$ cat config.mk
export PLATFORM = sky130hd
export DESIGN_NAME = error_detection_checker_top
export DESIGN_NICKNAME = d
export VERILOG_FILES = /design/src/edc_pkg.sv /design/src/error_detection_checker_top.sv /design/src/edc_cfg.sv /design/src/edc_front.sv /design/src/edc_back.sv
export SDC_FILE = /design/constraint.sdc
export NUM_CORES = 1
export LEC_CHECK = 0
export BUFFER_PORTS_ARGS = -buffer_cell sky130_fd_sc_hd__buf_2
export CAP_MARGIN = 20
export CELL_PAD_IN_SITES_DETAIL_PLACEMENT = 1
export CELL_PAD_IN_SITES_GLOBAL_PLACEMENT = 2
export CORE_AREA = 2 2 300 302
export DETAILED_ROUTE_END_ITERATION = 6
export DIE_AREA = 0 0 302 304
export PLACE_DENSITY_LB_ADDON = 0.1
export SLEW_MARGIN = 10
export SYNTH_ARGS = -nofsm -noshare
export SYNTH_HDL_FRONTEND = slang
export SYNTH_SLANG_ARGS = --single-unit
$ cat constraint.sdc
create_clock -name clk -period 10.1 [get_ports clk]
set_clock_uncertainty 0.05 [all_clocks]
set_input_delay 2.02 -clock clk [delete_from_list [all_inputs] [get_ports clk]]
set_output_delay 2.02 -clock clk [all_outputs]
set_load 0.1 [all_outputs]
$ cat src/edc_pkg.sv
// Shared types, register codes and helper functions for the error detection checker.
`default_nettype none

package edc_pkg;

    localparam int FRONT_DEPTH = 4;
    localparam int FRONT_PTR_W = $clog2(FRONT_DEPTH);
    localparam int RES_DEPTH   = 2;
    localparam int RES_PTR_W   = $clog2(RES_DEPTH);
    localparam int DATA_W      = 32;
    localparam int CFG_DATA_W  = 64;
    localparam int CFG_ADDR_W  = 6;

    typedef enum logic [1:0] {
        MODE_PARITY   = 2'd0,
        MODE_PARITY2D = 2'd1,
        MODE_CHECKSUM = 2'd2,
        MODE_CRC      = 2'd3
    } mode_t;

    typedef enum logic [2:0] {
        REG_MODE        = 3'd0,
        REG_SEG_WIDTH   = 3'd1,
        REG_SEG_COUNT   = 3'd2,
        REG_CRC_DIVISOR = 3'd3,
        REG_CRC_DEGREE  = 3'd4
    } reg_idx_t;

    localparam logic [5:0]  SEG_WIDTH_RST   = 6'd8;
    localparam logic [4:0]  SEG_COUNT_RST   = 5'd4;
    localparam logic [32:0] CRC_DIVISOR_RST = 33'h104C11DB7;
    localparam logic [5:0]  CRC_DEGREE_RST  = 6'd32;

    typedef struct packed {
        mode_t       mode;
        logic [5:0]  seg_width;
        logic [4:0]  seg_count;
        logic [32:0] crc_divisor;
        logic [5:0]  crc_degree;
    } cfg_t;

    typedef struct packed {
        logic data_bit;
        logic last;
    } beat_t;

    typedef struct packed {
        logic        error_found;
        logic [31:0] row_errors;
        logic [31:0] column_errors;
        logic [31:0] check_value;
    } result_t;

    // Clamp a length register to 1..32.
    function automatic logic [5:0] eff_len(input logic [5:0] n);
        logic [5:0] r;
        begin
            if (n == 6'd0)
            begin
                r = 6'd1;
            end
            else if (n > 6'd32)
            begin
                r = 6'd32;
            end
            else
            begin
                r = n;
            end
            return r;
        end
    endfunction

    // Mask of the low n bits, n in 0..32.
    function automatic logic [31:0] low_mask(input logic [5:0] n);
        logic [32:0] m;
        begin
            m = (33'd1 << n) - 33'd1;
            return m[31:0];
        end
    endfunction

endpackage

`default_nettype wire

$ cat src/error_detection_checker_top.sv
// Top level of the receive-side error detection checker.
`default_nettype none

// The checker takes a message one bit per beat on bit_req, first bit first,
// with last high on the closing bit, and gives one result beat per message.
// All four checks (single parity, two-dimensional parity, ones' complement
// checksum and CRC) run on every bit; the mode register picks which one is
// reported. A four-beat input queue feeds the checking core, which consumes
// one bit per clock unless stalled, so push may stay high every cycle and
// the block sustains one bit per cycle. A result enters a two-beat result
// queue when the core takes its closing bit from the input queue, and sits
// there until popped; the core stalls only when that queue is full and the
// next bit closes a message. The registers (byte addresses 0, 8, 16, 24, 32
// for mode, seg_width, seg_count, crc_divisor, crc_degree) are written over
// the APB-style port; write them only between messages or when no bit is in
// flight, since a change applies from the next bit the core processes.
// Parity2D and checksum ignore bits after the last whole row or word.

module error_detection_checker_top
    import edc_pkg::*;
(
    input  wire logic                  clk,
    input  wire logic                  rst_n,
    // configuration port
    input  wire logic                  psel,
    input  wire logic                  penable,
    input  wire logic                  pwrite,
    input  wire logic [CFG_ADDR_W-1:0] paddr,
    input  wire logic [CFG_DATA_W-1:0] pwdata,
    output logic      [CFG_DATA_W-1:0] prdata,
    output logic                       pready,
    // message bits
    input  wire logic                  push,
    output logic                       full,
    input  wire logic                  bit_req,
    input  wire logic                  last,
    // results
    output logic                       empty,
    input  wire logic                  pop,
    output logic                       error_found,
    output logic      [DATA_W-1:0]     row_errors,
    output logic      [DATA_W-1:0]     column_errors,
    output logic      [DATA_W-1:0]     check_value
);

    cfg_t    cfg;
    logic    q_valid;
    logic    q_take;
    beat_t   q_beat;
    result_t res;

    // register file
    edc_cfg u_cfg (
        .clk     (clk),
        .rst_n   (rst_n),
        .psel    (psel),
        .penable (penable),
        .pwrite  (pwrite),
        .paddr   (paddr),
        .pwdata  (pwdata),
        .prdata  (prdata),
        .pready  (pready),
        .cfg     (cfg)
    );

    // accept bits and hold them until the core is ready
    edc_front u_front (
        .clk     (clk),
        .rst_n   (rst_n),
        .push    (push),
        .bit_req (bit_req),
        .last    (last),
        .full    (full),
        .q_valid (q_valid),
        .q_beat  (q_beat),
        .q_take  (q_take)
    );

    // run the checks and queue one result beat per message
    edc_back u_back (
        .clk     (clk),
        .rst_n   (rst_n),
        .cfg     (cfg),
        .q_valid (q_valid),
        .q_beat  (q_beat),
        .q_take  (q_take),
        .empty   (empty),
        .pop     (pop),
        .res     (res)
    );

    assign error_found   = res.error_found;
    assign row_errors    = res.row_errors;
    assign column_errors = res.column_errors;
    assign check_value   = res.check_value;

endmodule

`default_nettype wire

$ cat src/edc_cfg.sv
// APB-style configuration register file for the error detection checker.
`default_nettype none

module edc_cfg
    import edc_pkg::*;
(
    input  wire logic                  clk,
    input  wire logic                  rst_n,
    input  wire logic                  psel,
    input  wire logic                  penable,
    input  wire logic                  pwrite,
    input  wire logic [CFG_ADDR_W-1:0] paddr,
    input  wire logic [CFG_DATA_W-1:0] pwdata,
    output logic      [CFG_DATA_W-1:0] prdata,
    output logic                       pready,
    output cfg_t                       cfg
);

    mode_t       mode_reg;
    logic [5:0]  seg_width_reg;
    logic [4:0]  seg_count_reg;
    logic [32:0] crc_divisor_reg;
    logic [5:0]  crc_degree_reg;
    logic        wr_en;
    reg_idx_t    idx;

    assign pready = 1'b1;
    assign wr_en  = psel && penable && pwrite;
    assign idx    = reg_idx_t'(paddr[CFG_ADDR_W-1:3]);

    always_ff @(posedge clk or negedge rst_n)
    begin
        if (!rst_n)
        begin
            mode_reg        <= MODE_PARITY;
            seg_width_reg   <= SEG_WIDTH_RST;
            seg_count_reg   <= SEG_COUNT_RST;
            crc_divisor_reg <= CRC_DIVISOR_RST;
            crc_degree_reg  <= CRC_DEGREE_RST;
        end
        else if (wr_en)
        begin
            unique case (idx)
                REG_MODE:        mode_reg        <= mode_t'(pwdata[1:0]);
                REG_SEG_WIDTH:   seg_width_reg   <= pwdata[5:0];
                REG_SEG_COUNT:   seg_count_reg   <= pwdata[4:0];
                REG_CRC_DIVISOR: crc_divisor_reg <= pwdata[32:0];
                REG_CRC_DEGREE:  crc_degree_reg  <= pwdata[5:0];
                default:         ;
            endcase
        end
    end

    always_comb
    begin
        unique case (idx)
            REG_MODE:        prdata = {62'd0, mode_reg};
            REG_SEG_WIDTH:   prdata = {58'd0, seg_width_reg};
            REG_SEG_COUNT:   prdata = {59'd0, seg_count_reg};
            REG_CRC_DIVISOR: prdata = {31'd0, crc_divisor_reg};
            REG_CRC_DEGREE:  prdata = {58'd0, crc_degree_reg};
            default:         prdata = '0;
        endcase
    end

    assign cfg.mode        = mode_reg;
    assign cfg.seg_width   = seg_width_reg;
    assign cfg.seg_count   = seg_count_reg;
    assign cfg.crc_divisor = crc_divisor_reg;
    assign cfg.crc_degree  = crc_degree_reg;

endmodule

`default_nettype wire

$ cat src/edc_front.sv
// Front end: accepts message bits and queues them, marking the closing beat.
`default_nettype none

module edc_front
    import edc_pkg::*;
(
    input  wire logic  clk,
    input  wire logic  rst_n,
    input  wire logic  push,
    input  wire logic  bit_req,
    input  wire logic  last,
    output logic       full,
    output logic       q_valid,
    output beat_t      q_beat,
    input  wire logic  q_take
);

    beat_t                  mem_reg [FRONT_DEPTH];
    logic [FRONT_PTR_W-1:0] wr_ptr_reg;
    logic [FRONT_PTR_W-1:0] rd_ptr_reg;
    logic [FRONT_PTR_W:0]   count_reg;
    logic [FRONT_PTR_W:0]   count_next;
    logic                   do_push;
    logic                   do_pop;

    assign full    = (count_reg == (FRONT_PTR_W+1)'(FRONT_DEPTH));
    assign q_valid = (count_reg != '0);
    assign q_beat  = mem_reg[rd_ptr_reg];
    assign do_push = push && !full;
    assign do_pop  = q_take && q_valid;

    always_comb
    begin
        count_next = count_reg;
        if (do_push && !do_pop)
        begin
            count_next = count_reg + 1'b1;
        end
        else if (do_pop && !do_push)
        begin
            count_next = count_reg - 1'b1;
        end
    end

    always_ff @(posedge clk or negedge rst_n)
    begin
        if (!rst_n)
        begin
            wr_ptr_reg <= '0;
            rd_ptr_reg <= '0;
            count_reg  <= '0;
        end
        else
        begin
            count_reg <= count_next;
            if (do_push)
            begin
                wr_ptr_reg <= wr_ptr_reg + 1'b1;
            end
            if (do_pop)
            begin
                rd_ptr_reg <= rd_ptr_reg + 1'b1;
            end
        end
    end

    always_ff @(posedge clk)
    begin
        if (do_push)
        begin
            mem_reg[wr_ptr_reg] <= '{data_bit: bit_req, last: last};
        end
    end

endmodule

`default_nettype wire

$ cat src/edc_back.sv
// Back end: runs all four checks on each bit and queues the result of each message.
`default_nettype none

module edc_back
    import edc_pkg::*;
(
    input  wire logic  clk,
    input  wire logic  rst_n,
    input  wire cfg_t  cfg,
    input  wire logic  q_valid,
    input  wire beat_t q_beat,
    output logic       q_take,
    output logic       empty,
    input  wire logic  pop,
    output result_t    res
);

    logic [31:0] crc_rem_reg,  crc_rem_next;
    logic [31:0] checksum_reg, checksum_next;
    logic [31:0] word_shift_reg, word_shift_next;
    logic [5:0]  bis_reg, bis_next;
    logic [5:0]  seg_idx_reg, seg_idx_next;
    logic        run_par_reg, run_par_next;
    logic        row_par_reg, row_par_next;
    logic [31:0] col_par_reg, col_par_next;
    logic [31:0] row_map_reg, row_map_next;

    result_t              res_mem_reg [RES_DEPTH];
    logic [RES_PTR_W-1:0] res_wr_reg;
    logic [RES_PTR_W-1:0] res_rd_reg;
    logic [RES_PTR_W:0]   res_cnt_reg;
    logic                 res_full;
    logic                 res_push;
    logic                 res_pop;

    logic [5:0]  w_eff, d_eff, d_m1, limit;
    logic [31:0] wm, dm, colmask;
    logic        b, top, seg_done, in_rows, row_flag;
    logic [31:0] crc_shift, ws_shift, word, rev, col_word, sum_fold;
    logic [32:0] sum33;
    logic [5:0]  bis_inc;
    result_t     res_new;

    assign res_full = (res_cnt_reg == (RES_PTR_W+1)'(RES_DEPTH));
    assign empty    = (res_cnt_reg == '0);
    assign q_take   = q_valid && (!q_beat.last || !res_full);
    assign res_push = q_take && q_beat.last;
    assign res_pop  = pop && !empty;
    assign res      = res_mem_reg[res_rd_reg];

    always_comb
    begin
        w_eff   = eff_len(cfg.seg_width);
        d_eff   = eff_len(cfg.crc_degree);
        d_m1    = d_eff - 6'd1;
        wm      = low_mask(w_eff);
        dm      = low_mask(d_eff);
        colmask = low_mask(w_eff - 6'd1);
        b       = q_beat.data_bit;

        // CRC: long division one bit at a time
        top          = crc_rem_reg[d_m1[4:0]];
        crc_shift    = {crc_rem_reg[30:0], b} & dm;
        crc_rem_next = top ? (crc_shift ^ (cfg.crc_divisor[31:0] & dm)) : crc_shift;

        run_par_next = run_par_reg ^ b;
        ws_shift     = {word_shift_reg[30:0], b};
        bis_inc      = bis_reg + 6'd1;
        seg_done     = (bis_inc >= w_eff);
        word         = ws_shift & wm;

        // ones' complement add with end-around carry
        sum33 = {1'b0, checksum_reg & wm} + {1'b0, word};
        if (sum33 > {1'b0, wm})
        begin
            sum_fold = (sum33[31:0] & wm) + 32'd1;
        end
        else
        begin
            sum_fold = sum33[31:0];
        end

        // first bit of the row is column 0
        for (int i = 0; i < 32; i++)
        begin
            rev[i] = ws_shift[31-i];
        end
        col_word = rev >> (6'd32 - w_eff);

        limit    = {1'b0, cfg.seg_count} + 6'd1;
        in_rows  = (seg_idx_reg < limit);
        row_flag = (seg_idx_reg < {1'b0, cfg.seg_count}) && (row_par_reg ^ b);

        checksum_next   = checksum_reg;
        row_map_next    = row_map_reg;
        col_par_next    = col_par_reg;
        seg_idx_next    = seg_idx_reg;
        word_shift_next = ws_shift;
        row_par_next    = row_par_reg ^ b;
        bis_next        = bis_inc;

        if (seg_done)
        begin
            checksum_next = sum_fold;
            if (in_rows)
            begin
                if (row_flag)
                begin
                    row_map_next = row_map_reg | (32'd1 << seg_idx_reg[4:0]);
                end
                col_par_next = col_par_reg ^ col_word;
                seg_idx_next = seg_idx_reg + 6'd1;
            end
            word_shift_next = '0;
            row_par_next    = 1'b0;
            bis_next        = '0;
        end

        res_new = '0;
        case (cfg.mode)
            MODE_PARITY:
            begin
                res_new.error_found = run_par_next;
            end
            MODE_PARITY2D:
            begin
                res_new.row_errors    = row_map_next;
                res_new.column_errors = col_par_next & colmask;
                res_new.error_found   = (row_map_next != '0) ||
                                        ((col_par_next & colmask) != '0);
            end
            MODE_CHECKSUM:
            begin
                res_new.check_value = ~checksum_next & wm;
                res_new.error_found = ((~checksum_next & wm) != '0);
            end
            default:
            begin
                res_new.check_value = crc_rem_next;
                res_new.error_found = (crc_rem_next != '0);
            end
        endcase
    end

    always_ff @(posedge clk or negedge rst_n)
    begin
        if (!rst_n)
        begin
            crc_rem_reg    <= '0;
            checksum_reg   <= '0;
            word_shift_reg <= '0;
            bis_reg        <= '0;
            seg_idx_reg    <= '0;
            run_par_reg    <= 1'b0;
            row_par_reg    <= 1'b0;
            col_par_reg    <= '0;
            row_map_reg    <= '0;
        end
        else if (q_take)
        begin
            if (q_beat.last)
            begin
                // drop all message state once the result is formed
                crc_rem_reg    <= '0;
                checksum_reg   <= '0;
                word_shift_reg <= '0;
                bis_reg        <= '0;
                seg_idx_reg    <= '0;
                run_par_reg    <= 1'b0;
                row_par_reg    <= 1'b0;
                col_par_reg    <= '0;
                row_map_reg    <= '0;
            end
            else
            begin
                crc_rem_reg    <= crc_rem_next;
                checksum_reg   <= checksum_next;
                word_shift_reg <= word_shift_next;
                bis_reg        <= bis_next;
                seg_idx_reg    <= seg_idx_next;
                run_par_reg    <= run_par_next;
                row_par_reg    <= row_par_next;
                col_par_reg    <= col_par_next;
                row_map_reg    <= row_map_next;
            end
        end
    end

    always_ff @(posedge clk or negedge rst_n)
    begin
        if (!rst_n)
        begin
            res_wr_reg  <= '0;
            res_rd_reg  <= '0;
            res_cnt_reg <= '0;
        end
        else
        begin
            if (res_push)
            begin
                res_wr_reg <= res_wr_reg + 1'b1;
            end
            if (res_pop)
            begin
                res_rd_reg <= res_rd_reg + 1'b1;
            end
            if (res_push && !res_pop)
            begin
                res_cnt_reg <= res_cnt_reg + 1'b1;
            end
            else if (res_pop && !res_push)
            begin
                res_cnt_reg <= res_cnt_reg - 1'b1;
            end
        end
    end

    always_ff @(posedge clk)
    begin
        if (res_push)
        begin
            res_mem_reg[res_wr_reg] <= res_new;
        end
    end

endmodule

`default_nettype wire

# == Word level (Yosys, flattened, before mapping) ==
# Memory sizes are Yosys's and may differ from the RTL's.
# Index checks and enable logic that the tools add are counted.
# word_totals
regBits,236
ram_bits,202
input_bits,79
output_inout_bits,164
elab_cells,157
mem_count,2
# mem_list
memory,depth,word_bits,rd,rd_clocked_by_memory_dff,write_ports,line_no,source
u_back.res_mem_reg,2,97,1,0,1,edc_back.sv:28,result_t res_mem_reg [RES_DEPTH];
u_front.mem_reg,4,2,1,0,1,edc_front.sv:18,beat_t mem_reg [FRONT_DEPTH];
# op_classes
add_sub_neg,19
n_lt_le_gt_ge,7
eq_ne,8
n_shift,5
muxes,40
bitwise_logic,13
n_reduce_logical,43
# op_table
cell,n
$mux 32,12
$and 32x32->32,7
$pmux 33 s5,1
$reduce_bool 32->1,4
$shl 1x6->32 const A,3
$sub 32x1->32 const B,3
$mux 64,1
$pmux 32 s2,1
$xor 32x32->32,2
$mux 31,2
$mux 6,9
$add 32x32->33,1
$gt 33x32->1,1
$add 32x1->32 const B,1
$not 32->32,1
$or 32x32->32,1
$shl 1x5->32 const A,1
$shr 32x6->32,1
$add 6x1->6 const B,2
$gt 6x6->1 const B,2
$logic_and 1x1->1,12
$logic_not 6->1,2
$reduce_and 2->1,5
$logic_not 1->1,8
other kinds (31),52

# == Depth between registers and ports, before layout ==
# Gate-level depths: netlist of run 1.
# logic_depth
depth_word,15
ltp_mapped,45
ltp_nobuf,37

# == Modules after synthesis ==
# From an unflattened synthesis of run 1, not the netlist that was laid out.
# hier_totals
cells_unflattened,3403
area_unflattened_um2,31260.0
# modules_own_cells
mod,n_inst,cells_per_inst,area_per_inst_um2,seq_area_each_um2
edc_back,1,3151,27894.3,10254.8
edc_cfg,1,206,2651.3,1323.8
edc_front,1,46,714.4,415.4

# == Worst setup path before layout of run 1 ==
# OpenSTA, ideal clock, no wires.
# synth_timing
path_kind,register to register
startpoint,register u_front.rd_ptr_reg[0]
endpoint,memory u_back.res_mem_reg[0][0] (netlist bit) (enable)
setup_time_ns,0.672
arrival_ns,8.635
required_time_ns,9.378
slack_ns,0.743
stages_incl_launch_ff,7
n_path_buf,2
period_less_slack_ns,9.357
path_cell_list,dfrtp_1 -> mux4_2 -> a31oi_1 -> clkinv_1 -> clkbuf_1 -> buf_1 -> nor3_1
# synth_between
elab_chain_len,7
# synth_lines
element,line_no,source
"start, declared",edc_front.sv:20,logic [FRONT_PTR_W-1:0] rd_ptr_reg;
"start signal, assigned",edc_front.sv:62,rd_ptr_reg <= rd_ptr_reg + 1'b1;
$mem_v2 4x2 (*),--,
$logic_not 1->1,edc_back.sv:46,assign q_take = q_valid && (!q_beat.last || !res_full);
$logic_or 1x1->1,edc_back.sv:46,
$logic_and 1x1->1,edc_back.sv:46,
$logic_and 1x1->1 (*),edc_back.sv:47,assign res_push = q_take && q_beat.last;
$mux 1 (*),edc_back.sv:220,if (res_push)
$mux 1 (implied by the code) (*),edc_back.sv:222,res_mem_reg[res_wr_reg] <= res_new;
"end, declared",edc_back.sv:28,
# Every way passes the cells marked *; elsewhere a longest branch is shown, timed or not.

==> results.json, run 1 <==
{
  "status": "finished, final reports clean",
  "async_flop_share": 0.5388,
  "total_power_w": 0.01207,
  "drt-initial-drc-count": 1675,
  "critical_path_arrival_ns": 9.87,
  "area_delta_synth_final_pct": 13.86,
  "slew_headroom": 0.2939,
  "grt_setup_unrepaired": "no",
  "cts_tree": "yes",
  "first_pass_iters": 7,
  "synth-edff-count": 202,
  "cap_viol_max_count": 0,
  "cts_max_path_buffers": 3,
  "place.gp.congestion": 0.8919,
  "largest_reg_flops": 194,
  "min_from": "u_front.count_reg[2]$_DFFE_PN0P_",
  "totalWireLength_mm": 119.8,
  "synth_top_area_frac": 0.1970,
  "cellPowerDensity_mw_per_mm2": 344.2,
  "r2r_setup_slack_ns": 0.52,
  "drt-wirelength-per-cell_um": 25.17,
  "worstSkewPairLatency_ns": 0.67,
  "slew_violations": 0,
  "grt_pass1_vias": 28040,
  "max_freq_mhz": 104.4,
  "die_x_um": 302,
  "hpwl_mm": 88.82,
  "required_ns": 10.39,
  "viasPerCell": 5.695,
  "whs_endpoint": "u_front.count_reg[2]$_DFFE_PN0P_",
  "synth_top_cell_by_area": "edfxtp_1",
  "finalHoldViolCount": 0,
  "reg2reg_to": "u_back.res_mem_reg[1][96]$_DFFE_PP_",
  "grt_pass1_wl_mm": 181.5,
  "die_h_um": 304,
  "p_leak_nw": 14.87,
  "post-synth-top-count-cell": "nand2_1",
  "worst-path-buf-inv": 7,
  "period_needed_ns": 9.577,
  "synthCells": 3430,
  "critPathKind": "register to register",
  "ys_types": 95,
  "layout.nets": 3759,
  "synth_area_mm2": 0.03080,
  "port_buffers": 176,
  "fin_setup_tns_ns": 0,
  "crit_family": "simple AND/OR/NAND/NOR gates",
  "ant_nets": 0,
  "crit_top_cell": "buf_4",
  "worst_path_largest_cell_delay_ns": 0.61,
  "groute.usage.overall": 0.2580,
  "grt_max_degree": 96,
  "netlist_top_cells_count": "436 x nand2_1, 302 x nor2_1, 218 x dfrtp_1, 202 x edfxtp_1, 196 x a21oi_1",
  "core_mm2": 0.08905,
  "startpoint": "u_cfg.seg_width_reg[1]$_DFFE_PN0P_",
  "critPathLaunchType": "register",
  "drc": 0,
  "tightest_slew_ns": 1.059,
  "cts-htree-levels": 2,
  "ys.warnings.count": 0,
  "cp_slowest_cell": "or4_1",
  "ys.flop_type": "dfrtp_1",
  "cp_max_fo": 13,
  "r2r_cells": 39,
  "num_vias": 27120,
  "post-route-util": 0.3938,
  "drive_gt1_frac": 0.1730,
  "dieArea_mm2": 0.09181,
  "grt_overflow": 0,
  "antenna_found_initial": 6,
  "syn_avg_cell_area_um2": 8.978,
  "end_kind": "register",
  "regToRegStartpoint": "u_cfg.seg_width_reg[1]$_DFFE_PN0P_",
  "rows": 110,
  "synthTopCellsByArea": "edfxtp_1 20%, dfrtp_1 18%, mux2_2 5.7%, ha_1 5.7%, nand2_1 5.3%",
  "synth_seq_cells": 438,
  "hp-class": "register to register",
  "clkSlewWorstSetupHoldPaths_ns": 0.06,
  "start_util": 0.3458,
  "vdd_drop_max_uv": 449.3,
  "yosysSeqAreaShare": 0.3895,
  "hold_depth": 1,
  "root_buffer": "clkbuf_16",
  "setup_viol": 0,
  "cts_num_sinks": 438,
  "numCtsBuffers": 55,
  "finalCritPeriodShare": 0.9482,
  "ios": 243
}
==> metrics by stage <==
stage	instances	setup WS (ns)	instance area, um^2	hold WS [ns]
detailed placement	4654	-0.2652	33040	0.4397
CTS	4756	0.02198	34880	0.4518
floorplan	3460	0.7432	30910	0.4060
finish	4761	0.5234	35060	0.4472
global route	4759	0.02595	35060	0.4666
global placement	4653	-0.1562	33030	0.4259
==> routing by layer <==
layer  GRT usage  up-vias  share of wire
met2      0.4269      585           0.47
met4     0.06332        4          0.025
li1            -    12550              -
met5           0        -        0.00018
met1      0.3592    13840           0.47
met3     0.02806      144          0.037
==> power by group <==
group / switching, W / internal (W) / total, W
clock: 0.000847 / 0.00116 / 0.00201
sequential: 0.000338 / 0.00252 / 0.00286
combinational: 0.00545 / 0.00175 / 0.00720
==> timing repair <==
item / CTS / global route
hold buffers: 0 / 0
setup buffers: 0 / 3
setup endpoints to repair: 2 / 38
resized for setup: 3 / 33
pin swaps: 0 / 4
==> layout make-up <==
| cell class | instances | area, um^2 |
|---|---|---|
| clock buffers | 70 | 1513 |
| inverters | 104 | 390.4 |
| flip-flops and latches | 438 | 12000 |
| well taps | 1176 | 1471 |
| repair buffers | 280 | 1720 |
| clock inverters | 32 | 314.1 |
| diodes | 2 | 5.005 |
| multi-input cells | 2659 | 17650 |
| fillers | 10240 | 53980 |
==> worst max-delay path by stage <==
stage | endpoint | slack [ns] | cells after the start
5_1_grt | u_back.res_mem_reg[1][96]$_DFFE_PP_ | 0.03 | 38
2_1_floorplan | u_back.res_mem_reg[0][0]$_DFFE_PP_ | 0.74 | 6
4_1_cts | u_back.res_mem_reg[1][96]$_DFFE_PP_ | 0.02 | 37
3_3_place_gp | u_back.res_mem_reg[0][96]$_DFFE_PP_ | -0.16 | 36
3_5_place_dp | u_back.res_mem_reg[1][96]$_DFFE_PP_ | -0.27 | 36
6_report | u_back.res_mem_reg[1][96]$_DFFE_PP_ | 0.52 | 39
==> worst reg2reg max path, delay by kind of cell, from the launching register on <==
kind	cells	cell delay, ns
simple gates	16	3.52
compound gates	12	2.89
buf+inv	7	1.30
fa+ha+maj	3	0.91
flops	1	0.37
xor+xnor	1	0.24
==> cell families (layout without fill, tap and decap cells) <==
logic type | Yosys count | in the layout | synth area share
adder cells (fa/ha/maj) | 142 | 142 | 0.05818
AND/OR/NAND/NOR | 1261 | 1261 | 0.1945
flip-flops | 438 | 438 | 0.3895
multiplexers | 231 | 231 | 0.08394
buffers and inverters | 363 | 486 | 0.04989
other | 2 | 34 | 0.0002439
XOR/XNOR | 160 | 160 | 0.04611
AO/OA/AOI/OAI | 833 | 833 | 0.1777
==> cell usage in the layout (no fill, tap or decap), types with 32 or more instances in the layout <==
cell	Yosys	routed
ha_1	140	139
mux2i_1	67	67
nor2_1	302	297
a31oi_1	58	53
inv_1	98	98
nand3_1	69	69
o31ai_1	37	35
nor3_1	74	72
a21oi_1	196	193
mux2_2	156	156
a22o_1	61	61
conb_1	2	32
and2_1	96	95
o21ai_0	176	175
and3_1	46	45
nor4_1	39	36
nor2b_1	57	55
nand2_1	436	435
buf_4	36	99
edfxtp_1	202	202
clkbuf_16	0	55
buf_2	18	175
xor2_1	78	77
xnor2_1	81	78
dfrtp_1	218	216
(Power assumes the default switching activity.)
==> inputs of run 2 (changes only) <==
- BUFFER_PORTS_ARGS: -buffer_cell sky130_fd_sc_hd__buf_2 -> not set
- CORE_AREA: 2 2 300 302 -> 2 2 292 294
- DIE_AREA: 0 0 302 304 -> 0 0 294 296
- DONT_BUFFER_PORTS: not set -> 1
==> run 2 against run 1 <==
Die area decreased by 5.2%. Wire length decreased by 3.0%. Non-clock buffer count decreased by 158. Register-to-register slack improved by 0.13 ns. Largest power group unchanged.
==> results.json, run 2 (synthesis gave the netlist of run 1 again) <==
{
  "drc": 0,
  "die_h_um": 296,
  "ios": 243,
  "drive_gt1_frac": 0.1330,
  "fin_setup_tns_ns": 0,
  "cellPowerDensity_mw_per_mm2": 346.1,
  "placed_cells": 4410,
  "area_delta_synth_final_pct": 10.69,
  "max_freq_mhz": 105.8,
  "layout.nets": 3598,
  "period_needed_ns": 9.451,
  "ant_nets": 0,
  "wl_met1_mm": 54.49,
  "tightest_slew_ns": 1.093,
  "die_x_um": 294,
  "viasPerCell": 5.829,
  "required_ns": 10.40,
  "port_buffers": 0,
  "grt_setup_unrepaired": "no",
  "critical_path_arrival_ns": 9.75,
  "hold_buffers": 0,
  "grt_overflow": 0,
  "dieArea_mm2": 0.08702,
  "end_kind": "register",
  "critPathKind": "register to register",
  "num_vias": 26290,
  "wl_met3_mm": 4.880,
  "cp_slowest_cell": "or4_1",
  "hp-class": "register to register",
  "antenna_found_initial": 1,
  "cts_tree": "yes",
  "cts-htree-levels": 2,
  "layout_common_cells": "435 x nand2_1, 287 x nor2_1, 216 x dfrtp_1",
  "core_mm2": 0.08421,
  "first_pass_iters": 5,
  "worst_path_largest_cell_delay_ns": 0.61,
  "place.gp.congestion": 0.9023,
  "finalCritPeriodShare": 0.9357,
  "status": "finished, final reports clean",
  "diodes": 0,
  "highest_layer": "met4",
  "vdd_drop_max_uv": 243.6,
  "numCtsBuffers": 52,
  "groute.usage.overall": 0.2627,
  "cts_max_path_buffers": 3,
  "critPathLaunchType": "register",
  "grt_max_degree": 237,
  "drt-wirelength-per-cell_um": 25.77,
  "grt_pass1_vias": 26930,
  "setup_viol": 0,
  "fin_cells": 4510,
  "clkSlewWorstSetupHoldPaths_ns": 0.06,
  "hpwl_mm": 86.63,
  "slew_violations": 0,
  "worstSkewPairLatency_ns": 0.63,
  "drt-initial-drc-count": 1650,
  "crit_top_cell": "ha_1",
  "grt_pass1_wl_mm": 174.7,
  "root_buffer": "clkbuf_16",
  "met2_length_mm": 53.23,
  "total_power_w": 0.01180,
  "largest_reg_flops": 194,
  "start_util": 0.3657,
  "totalWireLength_mm": 116.2,
  "cp_max_fo": 13,
  "slew_headroom": 0.2704,
  "p_leak_nw": 14.12,
  "cap_viol_max_count": 0,
  "finalHoldViolCount": 0,
  "cts_num_sinks": 438,
  "mostFrequentLayoutCell": "nand2_1",
  "rows": 107
}
## run 2: routing by layer
layer / GRT usage / vias to the layer above
met4: 0.08126 / 0
met1: 0.3697 / 13330
met2: 0.4216 / 588
met3: 0.03125 / 137
li1: - / 12230
met5: 0 / -
## run 2: area by class of cell
cell class	instances	area, um^2
fill	9609	50120
multi-input combinational	2659	17640
sequential	438	12000
clock buffer	68	1381
tap	1090	1364
timing repair buffer	122	962.2
inverter	104	390.4
clock inverter	29	352.8
## run 2: through the flow
step / worst slack [ns] / hold WS (ns) / instance area [um^2] / util
finish: 0.6492 / 0.4455 / 34090 / 0.4048
CTS: 0.2799 / 0.4543 / 33980 / 0.4036
global route: 0.01382 / 0.4740 / 34090 / 0.4048
detailed placement: 0.3499 / 0.4392 / 32250 / 0.3830
global placement: 0.4209 / 0.4214 / 32210 / 0.3826
floorplan: 0.7432 / 0.4060 / 30910 / -
## run 2: timing repair
item | CTS | global route
gates resized for setup | 0 | 14
setup buffers | 0 | 1
setup endpoints to repair | 0 | 12
## run 2: path summary, 6_finish.rpt
path,slack (ns),to,startpoint,cells past startpoint
worst max-delay path,0.65,u_back.res_mem_reg[0][96]$_DFFE_PP_,u_cfg.seg_width_reg[1]$_DFFE_PN0P_,38
worst min-delay path,0.45,u_front.count_reg[2]$_DFFE_PN0P_,u_front.count_reg[2]$_DFFE_PN0P_,1
worst max register to register,0.65,u_back.res_mem_reg[0][96]$_DFFE_PP_,u_cfg.seg_width_reg[1]$_DFFE_PN0P_,38
worst min register to register,0.45,u_front.count_reg[2]$_DFFE_PN0P_,u_front.count_reg[2]$_DFFE_PN0P_,1
max in group asynchronous,8.27,u_back.word_shift_reg[11]$_DFFE_PN0P_,rst_n,0
min in group asynchronous,1.07,u_back.row_map_reg[4]$_DFFE_PN0P_,rst_n,0
## run 2: power by group
group	switching [W]	internal, W
Combinational	0.00537	0.00163
Clock	0.000815	0.00112
Sequential	0.000334	0.00252
## run 2: critical path: cells and delay by family, from the launching register on
family	cells	cell delay, ns
fa+ha+maj	4	1.13
flops	1	0.37
compound gates	17	3.63
xor+xnor	1	0.24
buf+inv	4	0.71
simple gates	12	3.05
